[config.mk]
export PLATFORM = sky130hd
export DESIGN_NAME = modular_exponentiation
export DESIGN_NICKNAME = d
export VERILOG_FILES = /design/src/rtl/core/mexp_pkg.sv /design/src/rtl/core/modular_exponentiation.sv
export SDC_FILE = /design/constraint.sdc
export NUM_CORES = 1
export LEC_CHECK = 0
export BUFFER_PORTS_ARGS = -buffer_cell sky130_fd_sc_hd__buf_4
export CAP_MARGIN = 15
export CORE_MARGIN = 10
export CORE_UTILIZATION = 31
export CTS_CLUSTER_SIZE = 30
export DETAILED_ROUTE_END_ITERATION = 10
export PLACE_DENSITY = 0.48
export SLEW_MARGIN = 20
export SYNTH_ARGS = -nofsm -noshare
export SYNTH_HDL_FRONTEND = slang
export SYNTH_SLANG_ARGS = --single-unit
[constraint.sdc]
create_clock -name clk_i -period 6.6 [get_ports clk_i]
set_clock_uncertainty 0.1 [all_clocks]
set_input_delay 0.66 -clock clk_i [delete_from_list [all_inputs] [get_ports clk_i]]
set_output_delay 0.66 -clock clk_i [all_outputs]
set_load 0.1 [all_outputs]
[src/rtl/core/mexp_pkg.sv]
package mexp_pkg;

  // Width of the base, the exponent, the modulus and the result
  localparam int unsigned ValueWidth = 31;
  // Bits of a bit counter that walks ValueWidth positions
  localparam int unsigned CntWidth = $clog2(ValueWidth);
  // Modulus after reset: ten to the ninth plus seven
  localparam logic [ValueWidth-1:0] ModulusReset = ValueWidth'(1000000007);

  typedef enum logic [1:0] {
    ST_IDLE,
    ST_RED,
    ST_SQR,
    ST_MUL
  } mexp_state_e;

endpackage

[src/rtl/core/modular_exponentiation.sv]
// Modular exponentiation, base to the power exponent modulo a modulus register.
//
// Request channel: base_i and exponent_i are taken at a rising edge at which start
// is high and busy is low. busy stays high while a request is being worked on.
// Result channel: power_mod_o is valid for exactly one cycle, marked by
// result_valid_o. The receiver cannot stall, so it must take the result then.
// Configuration: cfg_we_i writes cfg_wdata_i into the modulus register; write it
// only while busy is low and no result is pending.
//
// A zero exponent or a modulus below two is answered in the next cycle. Otherwise
// the shared modular multiply-add unit, which takes one multiplier bit per cycle,
// first reduces the base, then runs one square for every exponent bit and, on a
// one bit, one multiply by the base.
// A new request may be taken in the cycle that shows the previous result.
// Reset clears the sequencer and the strobe and restores the modulus to its
// default of 1000000007; no request is in flight afterwards.
module modular_exponentiation import mexp_pkg::*; (
  input  logic                  clk_i,
  input  logic                  rst_ni,
  input  logic                  start,
  output logic                  busy,
  input  logic [ValueWidth-1:0] base_i,
  input  logic [ValueWidth-1:0] exponent_i,
  input  logic                  cfg_we_i,
  input  logic [ValueWidth-1:0] cfg_wdata_i,
  output logic                  result_valid_o,
  output logic [ValueWidth-1:0] power_mod_o
);

  localparam logic [CntWidth-1:0] LastBit = CntWidth'(ValueWidth - 1);

  // One step of interleaved modular multiplication: (2r + bit*a) mod m, for r, a < m.
  // The sum stays below 3m, so three candidates are formed side by side.
  function automatic logic [ValueWidth-1:0] mod_step(
    input logic [ValueWidth-1:0] r,
    input logic [ValueWidth-1:0] a,
    input logic                  b,
    input logic [ValueWidth-1:0] m
  );
    logic [ValueWidth+2:0] s;
    logic [ValueWidth+2:0] s1;
    logic [ValueWidth+2:0] s2;
    s  = {2'b00, r, 1'b0} + (b ? {3'b000, a} : '0);
    s1 = s - {3'b000, m};
    s2 = s - {2'b00, m, 1'b0};
    if (!s2[ValueWidth+2]) begin
      mod_step = s2[ValueWidth-1:0];
    end else if (!s1[ValueWidth+2]) begin
      mod_step = s1[ValueWidth-1:0];
    end else begin
      mod_step = s[ValueWidth-1:0];
    end
  endfunction

  mexp_state_e state_q, state_d;

  logic [ValueWidth-1:0] mod_q;
  logic [ValueWidth-1:0] base_q, base_d;   // reduced base
  logic [ValueWidth-1:0] exp_q, exp_d;     // exponent, MSB is the current bit
  logic [ValueWidth-1:0] acc_q, acc_d;     // running power
  logic [ValueWidth-1:0] r_q, r_d;         // partial product of the unit
  logic [ValueWidth-1:0] opa_q, opa_d;     // multiplicand
  logic [ValueWidth-1:0] opb_q, opb_d;     // multiplier, MSB first
  logic [CntWidth-1:0]   bit_q, bit_d;     // multiplier bits left, minus one
  logic [CntWidth-1:0]   ebit_q, ebit_d;   // exponent bits left, minus one
  logic                  valid_q, valid_d;
  logic [ValueWidth-1:0] res_q, res_d;

  logic                  req_acc;
  logic [ValueWidth-1:0] step_res;
  logic                  unit_last;
  logic                  exp_last;

  assign req_acc   = start && !busy;
  assign step_res  = mod_step(r_q, opa_q, opb_q[ValueWidth-1], mod_q);
  assign unit_last = (bit_q == '0);
  assign exp_last  = (ebit_q == '0);

  // Next state
  always_comb begin
    state_d = state_q;
    unique case (state_q)
      ST_IDLE: begin
        if (req_acc && (mod_q > ValueWidth'(1)) && (exponent_i != '0)) begin
          state_d = ST_RED;
        end
      end
      ST_RED: begin
        if (unit_last) begin
          state_d = ST_SQR;
        end
      end
      ST_SQR: begin
        if (unit_last) begin
          if (exp_q[ValueWidth-1]) begin
            state_d = ST_MUL;
          end else if (exp_last) begin
            state_d = ST_IDLE;
          end
        end
      end
      ST_MUL: begin
        if (unit_last) begin
          state_d = exp_last ? ST_IDLE : ST_SQR;
        end
      end
      default: state_d = ST_IDLE;
    endcase
  end

  // Datapath and outputs
  always_comb begin
    base_d  = base_q;
    exp_d   = exp_q;
    acc_d   = acc_q;
    r_d     = r_q;
    opa_d   = opa_q;
    opb_d   = opb_q;
    bit_d   = bit_q;
    ebit_d  = ebit_q;
    valid_d = 1'b0;
    res_d   = res_q;
    unique case (state_q)
      ST_IDLE: begin
        if (req_acc) begin
          if (mod_q < ValueWidth'(2)) begin
            valid_d = 1'b1;
            res_d   = '0;
          end else if (exponent_i == '0) begin
            valid_d = 1'b1;
            res_d   = ValueWidth'(1);
          end else begin
            // Reduce the base as 1 * base mod m
            exp_d  = exponent_i;
            acc_d  = ValueWidth'(1);
            r_d    = '0;
            opa_d  = ValueWidth'(1);
            opb_d  = base_i;
            bit_d  = LastBit;
            ebit_d = LastBit;
          end
        end
      end
      ST_RED, ST_SQR, ST_MUL: begin
        // Advance the unit by one multiplier bit
        r_d   = step_res;
        opb_d = {opb_q[ValueWidth-2:0], 1'b0};
        bit_d = bit_q - CntWidth'(1);
        if (unit_last) begin
          r_d   = '0;
          bit_d = LastBit;
          if (state_q == ST_RED) begin
            base_d = step_res;
            opa_d  = acc_q;
            opb_d  = acc_q;
          end else begin
            acc_d = step_res;
            if ((state_q == ST_SQR) && exp_q[ValueWidth-1]) begin
              opa_d = base_q;
              opb_d = step_res;
            end else begin
              // Exponent bit done: drop it and square again, or deliver
              exp_d  = {exp_q[ValueWidth-2:0], 1'b0};
              ebit_d = ebit_q - CntWidth'(1);
              opa_d  = step_res;
              opb_d  = step_res;
              if (exp_last) begin
                valid_d = 1'b1;
                res_d   = step_res;
              end
            end
          end
        end
      end
      default: ;
    endcase
  end

  always_ff @(posedge clk_i or negedge rst_ni) begin
    if (!rst_ni) begin
      state_q <= ST_IDLE;
      valid_q <= 1'b0;
      mod_q   <= ModulusReset;
    end else begin
      state_q <= state_d;
      valid_q <= valid_d;
      if (cfg_we_i) begin
        mod_q <= cfg_wdata_i;
      end
    end
  end

  always_ff @(posedge clk_i) begin
    base_q <= base_d;
    exp_q  <= exp_d;
    acc_q  <= acc_d;
    r_q    <= r_d;
    opa_q  <= opa_d;
    opb_q  <= opb_d;
    bit_q  <= bit_d;
    ebit_q <= ebit_d;
    res_q  <= res_d;
  end

  assign busy           = (state_q != ST_IDLE);
  assign result_valid_o = valid_q;
  assign power_mod_o    = res_q;

  // An accepted request is either in flight or answered in the next cycle
  a_req_progress: assert property (@(posedge clk_i) disable iff (!rst_ni)
    req_acc |=> (busy || result_valid_o))
    else $error("request neither in flight nor answered");

  // A result only follows a request or a running computation
  a_result_cause: assert property (@(posedge clk_i) disable iff (!rst_ni)
    result_valid_o |-> $past(busy || start))
    else $error("result without request");

  // A multiply by the base only follows a square or continues itself
  a_mul_order: assert property (@(posedge clk_i) disable iff (!rst_ni)
    (state_q == ST_MUL) |-> ($past(state_q) == ST_MUL || $past(state_q) == ST_SQR))
    else $error("multiply entered out of order");

  // The base reduction always runs a full multiplier word before squaring
  a_red_exit: assert property (@(posedge clk_i) disable iff (!rst_ni)
    (state_q == ST_RED && !unit_last) |=> (state_q == ST_RED))
    else $error("base reduction left early");

endmodule

# Yosys cells after proc, flatten, opt, wreduce, memory -nomap -nowiden
# Index checks and enable logic that the tools add are counted.
# op_classes
n_addsub,5
order_cmp,2
eq_ne,16
muxes,63
reduce_logical,18
# op_table
cell,count
31-bit two-way mux,32
31-bit case mux with 2 select lines,6
5-bit two-way mux,7
33-bit by 31-bit subtractor with 34-bit output,1
33-bit by 32-bit subtractor with 34-bit output,1
32-bit by 31-bit adder with 33-bit output,1
"31-bit by 1-bit greater-than comparator with 1-bit output, second input constant",1
31-bit logical NOT,1
"31-bit by 2-bit < comparator with 1-bit output, second input constant",1
31-bit nonzero test,1
"2-bit inequality test, second input constant",11
5-bit case mux with 2 select lines,2
2-bit two-way mux,7
6-bit AND reduction,2
5-bit logical NOT,2
"5-bit by 1-bit subtractor with 5-bit output, second input constant",2
2-bit case mux with 4 select lines,1
1-bit two-way mux,7
"3-bit inequality test, second input constant",2
3-bit AND reduction,2
5-bit AND reduction,1
"2-bit == test, second input constant",2
1-bit logical AND,4
4-bit AND reduction,1
other kinds (6),6
# word_totals
register_bits,261
input_bits,97
out_inout_bits,33
wordCells,116

# Longest topological paths before layout
# depth
word_depth,10
mapped_depth,26
mapped_depth_nobuf,22

# Worst setup path after synthesis
# No wires, ideal clock.
# synth_timing
kind,register to register
start,reg bit_q[0]
end,"reg ebit_q[0], enable pin"
setup_time_ps,397
arrival_ps,5284
required_ps,6103
setup_slack_ps,820
path_stages_with_launch,10
n_path_buf,1
synth_period_minus_slack_ps,5780
cell_sequence,edfxtp_1 -> inv_1 -> ha_1 -> nand2b_1 -> or3_1 -> clkbuf_1 -> nor2_1 -> a21oi_1 -> nor2_1 -> and2_1
# synth_via
elab_chain_cells,3
# synth_lines
item,line,source
from (decl),modular_exponentiation.sv:64,"logic [CntWidth-1:0] bit_q, bit_d;"
from (signal assigned),modular_exponentiation.sv:200,bit_q <= bit_d;
5-bit logical NOT,modular_exponentiation.sv:76,assign unit_last = (bit_q == '0);
2-bit inequality test (no line),n/a,
6-bit AND reduction (no line),n/a,
to (signal assigned),modular_exponentiation.sv:201,ebit_q <= ebit_d;
to (decl),modular_exponentiation.sv:65,"logic [CntWidth-1:0] ebit_q, ebit_d;"
# No other way between the ends.
# A chain may end at the register's enable or synchronous reset.

# Worst setup path in the final report
# layout_timing
start,reg opa_q[1]
end,reg acc_q[30] (data pin)
# layout_via
elab_chain_cells,8
word_cells_on_any_way,9
classes_between,add/sub (3); mux (6)
# layout_lines
item,line,source
from (decl),modular_exponentiation.sv:62,"logic [ValueWidth-1:0] opa_q, opa_d;"
from (signal assigned),modular_exponentiation.sv:198,opa_q <= opa_d;
31-bit two-way mux *,modular_exponentiation.sv:43,"s = {2'b00, r, 1'b0} + (b ? {3'b000, a} : '0);"
32-bit by 31-bit adder with 33-bit output *,modular_exponentiation.sv:43,
33-bit by 31-bit subtractor with 34-bit output,modular_exponentiation.sv:44,"s1 = s - {3'b000, m};"
31-bit two-way mux,modular_exponentiation.sv:48,end else if (!s1[ValueWidth+2]) begin
31-bit two-way mux *,modular_exponentiation.sv:46,if (!s2[ValueWidth+2]) begin
31-bit two-way mux *,n/a,
31-bit two-way mux *,modular_exponentiation.sv:149,if (unit_last) begin
31-bit case mux with 2 select lines *,modular_exponentiation.sv:123,unique case (state_q)
to (signal assigned),modular_exponentiation.sv:196,acc_q <= acc_d;
to (decl),modular_exponentiation.sv:60,"logic [ValueWidth-1:0] acc_q, acc_d;"
# Mark *: on every way between the ends. The rest lies on a longest branch, timed or not. The select of a mux whose other input is x is not followed.

==> flow_summary.yaml <==
clock_network:
  clock_latency_ns: 0.56
  path_clk_slew_ns: 0.06
  numCtsBuffers: 34
  cts_root_buf: "clkbuf_16"
  clkSinkCount: 261
  htreeDepth: 2
  cts_buffer_depth: 3
  cts_tree: "built"
setup_path:
  path_max_fanout: 5
  cp_data_arrival_time_ns: 6.37
  path_class: "flop to flop"
  crit_buf_inv: 5
  slowest_delay_ns: 0.71
  worst_setup_path_end_kind: "flop"
  critPathTopFamily: "compound AO/OA/AOI/OAI gates"
  slowest_stage: "o31ai_2"
  worstPathCellList: "and2_1 > ha_1 > inv_1 > fa_1 > nand2b_1 > a21oi_2 > buf_4 > o21ai_0 > o221ai_1 > xnor2_1 > inv_1 > ha_1 > nand3_1 > nor2_1 > a21boi_0 > o21ai_1 > o21ai_0 > a41oi_2 > o21a_1 > buf_4 > and3_1 > o31ai_2 > buf_4 > o21ai_0"
  required_ns: 6.78
  reg2reg_setup_slack_ns: 0.41
  cp-start-kind: "flop"
sta:
  layout_min_cycle_time_ns: 6.19
  setup_viol: 0
  slew_violations: 0
  slew_headroom_pct: 25.5
  tns_ns: 0
  worst_pin_slew_ns: 1.11
  fmax_ghz: 0.162
  fin_crit_sh_pct: 93.7
  hold_violations: 0
floorplanning:
  die_x_um: 257
  initial_core_util_pct: 31.4
  fp.dieH_um: 257
  rows: 86
  core-area_um2: 55300
  dieArea_um2: 65900
  pin_count: 130
global_routing:
  grt_pass1_wl_mm: 99.1
  antenna_found_initial: 0
  grt_use_total_pct: 19.5
  grt_overflow_total: 0
  grt_max_degree: 68
  grt_pass1_vias: 15700
finish:
  multi_input_area_um2: 8990
  diodes: 0
  nets: 2263
  area_delta_synth_final_pct: 20.4
  fill_cells: 5697
  final_core_util_pct: 37.8
  drive_gt1_share_pct: 16.9
  seq_area_um2: 7690
yosys:
  ys_warn_count: 0
  synthTopCellsByCount: "nand2_1 (243), edfxtp_1 (227), nor2_1 (187)"
  synth-seq-cells: 261
  yosysMostFrequentCell: "nand2_1"
  async_flop_share_pct: 13.0
  synthTopCellsByArea: "edfxtp_1 (39%), ha_1 (6.8%), nand2_1 (5.3%), a21oi_1 (4.5%), nor2_1 (4.0%)"
  ys_types: 81
  ys.flop_type: "edfxtp_1"
  yosysTopAreaCell: "edfxtp_1"
  syn_area_um2: 17400
  syn-num-nets: 2095
  syn_inst: 1901
  synth_edf_count: 227
  yosysTopAreaCellShare_pct: 39.3
  postSynthAreaPerCell_um2: 9.13
  yosysSeqAreaShare_pct: 44.3
drt:
  via_count: 15500
  antenna_left: 0
  first_iter_violations: 1186
  drc_errors: 0
  via_per_inst: 5.44
  drt_wl_total_mm: 66.5
  first_pass_iters: 5
  wire_per_inst_um: 23.4
worst_hold_path:
  min_path_type: "input pin to flop"
placed_design:
  routabilityCongestion: 0.883
  place.port_buffers: 129
  dp_hpwl_mm: 48.2
flow_run:
  cap_violations: 0
run_status:
  status: "finished, final reports clean"
==> layout by cell type (no fill, tap or decap), drive strengths merged, types with 8 or more instances in the layout <==
| master | n |
|---|---|
| o22ai | 26 |
| a21boi | 11 |
| o221ai | 17 |
| clkinv | 14 |
| and3 | 23 |
| and2 | 53 |
| o211ai | 20 |
| dfrtp | 18 |
| xnor2 | 50 |
| nor2b | 13 |
| a21o | 34 |
| o21ai | 141 |
| nand3 | 52 |
| ha | 94 |
| o31ai | 25 |
| nor3 | 38 |
| clkbuf | 46 |
| inv | 92 |
| dfstp | 16 |
| a21oi | 157 |
| xor2 | 22 |
| nand2b | 14 |
| buf | 235 |
| a221oi | 12 |
| a41oi | 8 |
| a211oi | 20 |
| a31oi | 19 |
| a22o | 16 |
| o21a | 13 |
| nor4 | 16 |
| nor2 | 188 |
| nand4 | 24 |
| nand2 | 243 |
| edfxtp | 227 |
| o21bai | 14 |
==> area by class of cell <==
| type | count | area share (%) |
|---|---|---|
| Clock buffer | 46 | 4.33 |
| Clock inverter | 16 | 0.838 |
| Inverter | 92 | 1.65 |
| Multi-Input combinational cell | 1444 | 43.0 |
| Sequential cell | 261 | 36.8 |
| Tap cell | 748 | 4.48 |
| Timing Repair Buffer | 236 | 8.91 |
==> what timing repair did <==
item | in CTS | in global routing
hold buffers | 1 | 0
gates resized for setup | 0 | 11
buffers inserted | 0 | 1
endpoints found under the setup margin | 0 | 160
endpoints found under the hold margin | 16 | 0
==> state kept, by name, summed over array words and instances (netlist names) <==
name            flops
exp_q              31
opb_q              31
r_q                31
ebit_q              5
bit_q               5
mod_q              31
power_mod_o        31
result_valid_o      1
opa_q              31
state_q             2
base_q             31
acc_q              31
==> path summary, 6_finish.rpt <==
check | from | end | cells after the start
min | cfg_wdata_i[9] | mod_q[9] | 3
max | opa_q[1] | acc_q[30] | 24
min reg2reg | exp_q[12] | exp_q[13] | 2
min in group asynchronous | rst_ni | mod_q[10] | 2
max in group asynchronous | rst_ni | mod_q[23] | 2
max reg2reg | opa_q[1] | acc_q[30] | 24
==> per-stage QoR <==
step                      cells  hold slack, ns  area [um^2]  setup WS [ns]
after floorplan            1901           0.264        17400          0.820
after global placement     2779           0.400        19800          0.183
after detailed placement   2779           0.404        19800          0.164
after CTS                  2842           0.194        20800          0.144
after global routing       2843           0.210        20900        -0.0202
final                      2843           0.221        20900          0.413
==> per-layer routing <==
metal,part of all wire (%),track usage [%],up-vias
li1,-,-,7356
met1,42,24.3,7527
met2,49,33.4,468
met3,5.0,2.95,108
met4,3.7,7.63,0
met5,0,0,-
==> worst register-to-register path: cells and delay by family, from the launching register on <==
family / cells / cell delay (ns)
buffers and inverters: 5 / 0.74
DFF: 1 / 0.41
xor gates and xnor gates: 1 / 0.25
adders and majority gates: 3 / 1.03
and+or+nand+nor: 5 / 1.02
AOI/OAI and AO/OA: 10 / 2.38
==> cells by family (layout without fill, tap and decap cells) <==
| logic type | Yosys count | after routing | share of synthesized area [%] |
|---|---|---|---|
| AND/OR/NAND/NOR | 686 | 686 | 18.0 |
| AO/OA/AOI/OAI | 583 | 583 | 22.0 |
| flip-flops | 261 | 261 | 44.3 |
| buffers and inverters | 196 | 390 | 4.57 |
| adder cells (fa/ha/maj) | 97 | 97 | 7.12 |
| XOR/XNOR | 72 | 72 | 3.63 |
| multiplexers | 6 | 6 | 0.360 |
Power is left out: the tool's default activity adds up to more than one toggle a clock period on the data nets, which glitch-free logic cannot reach.
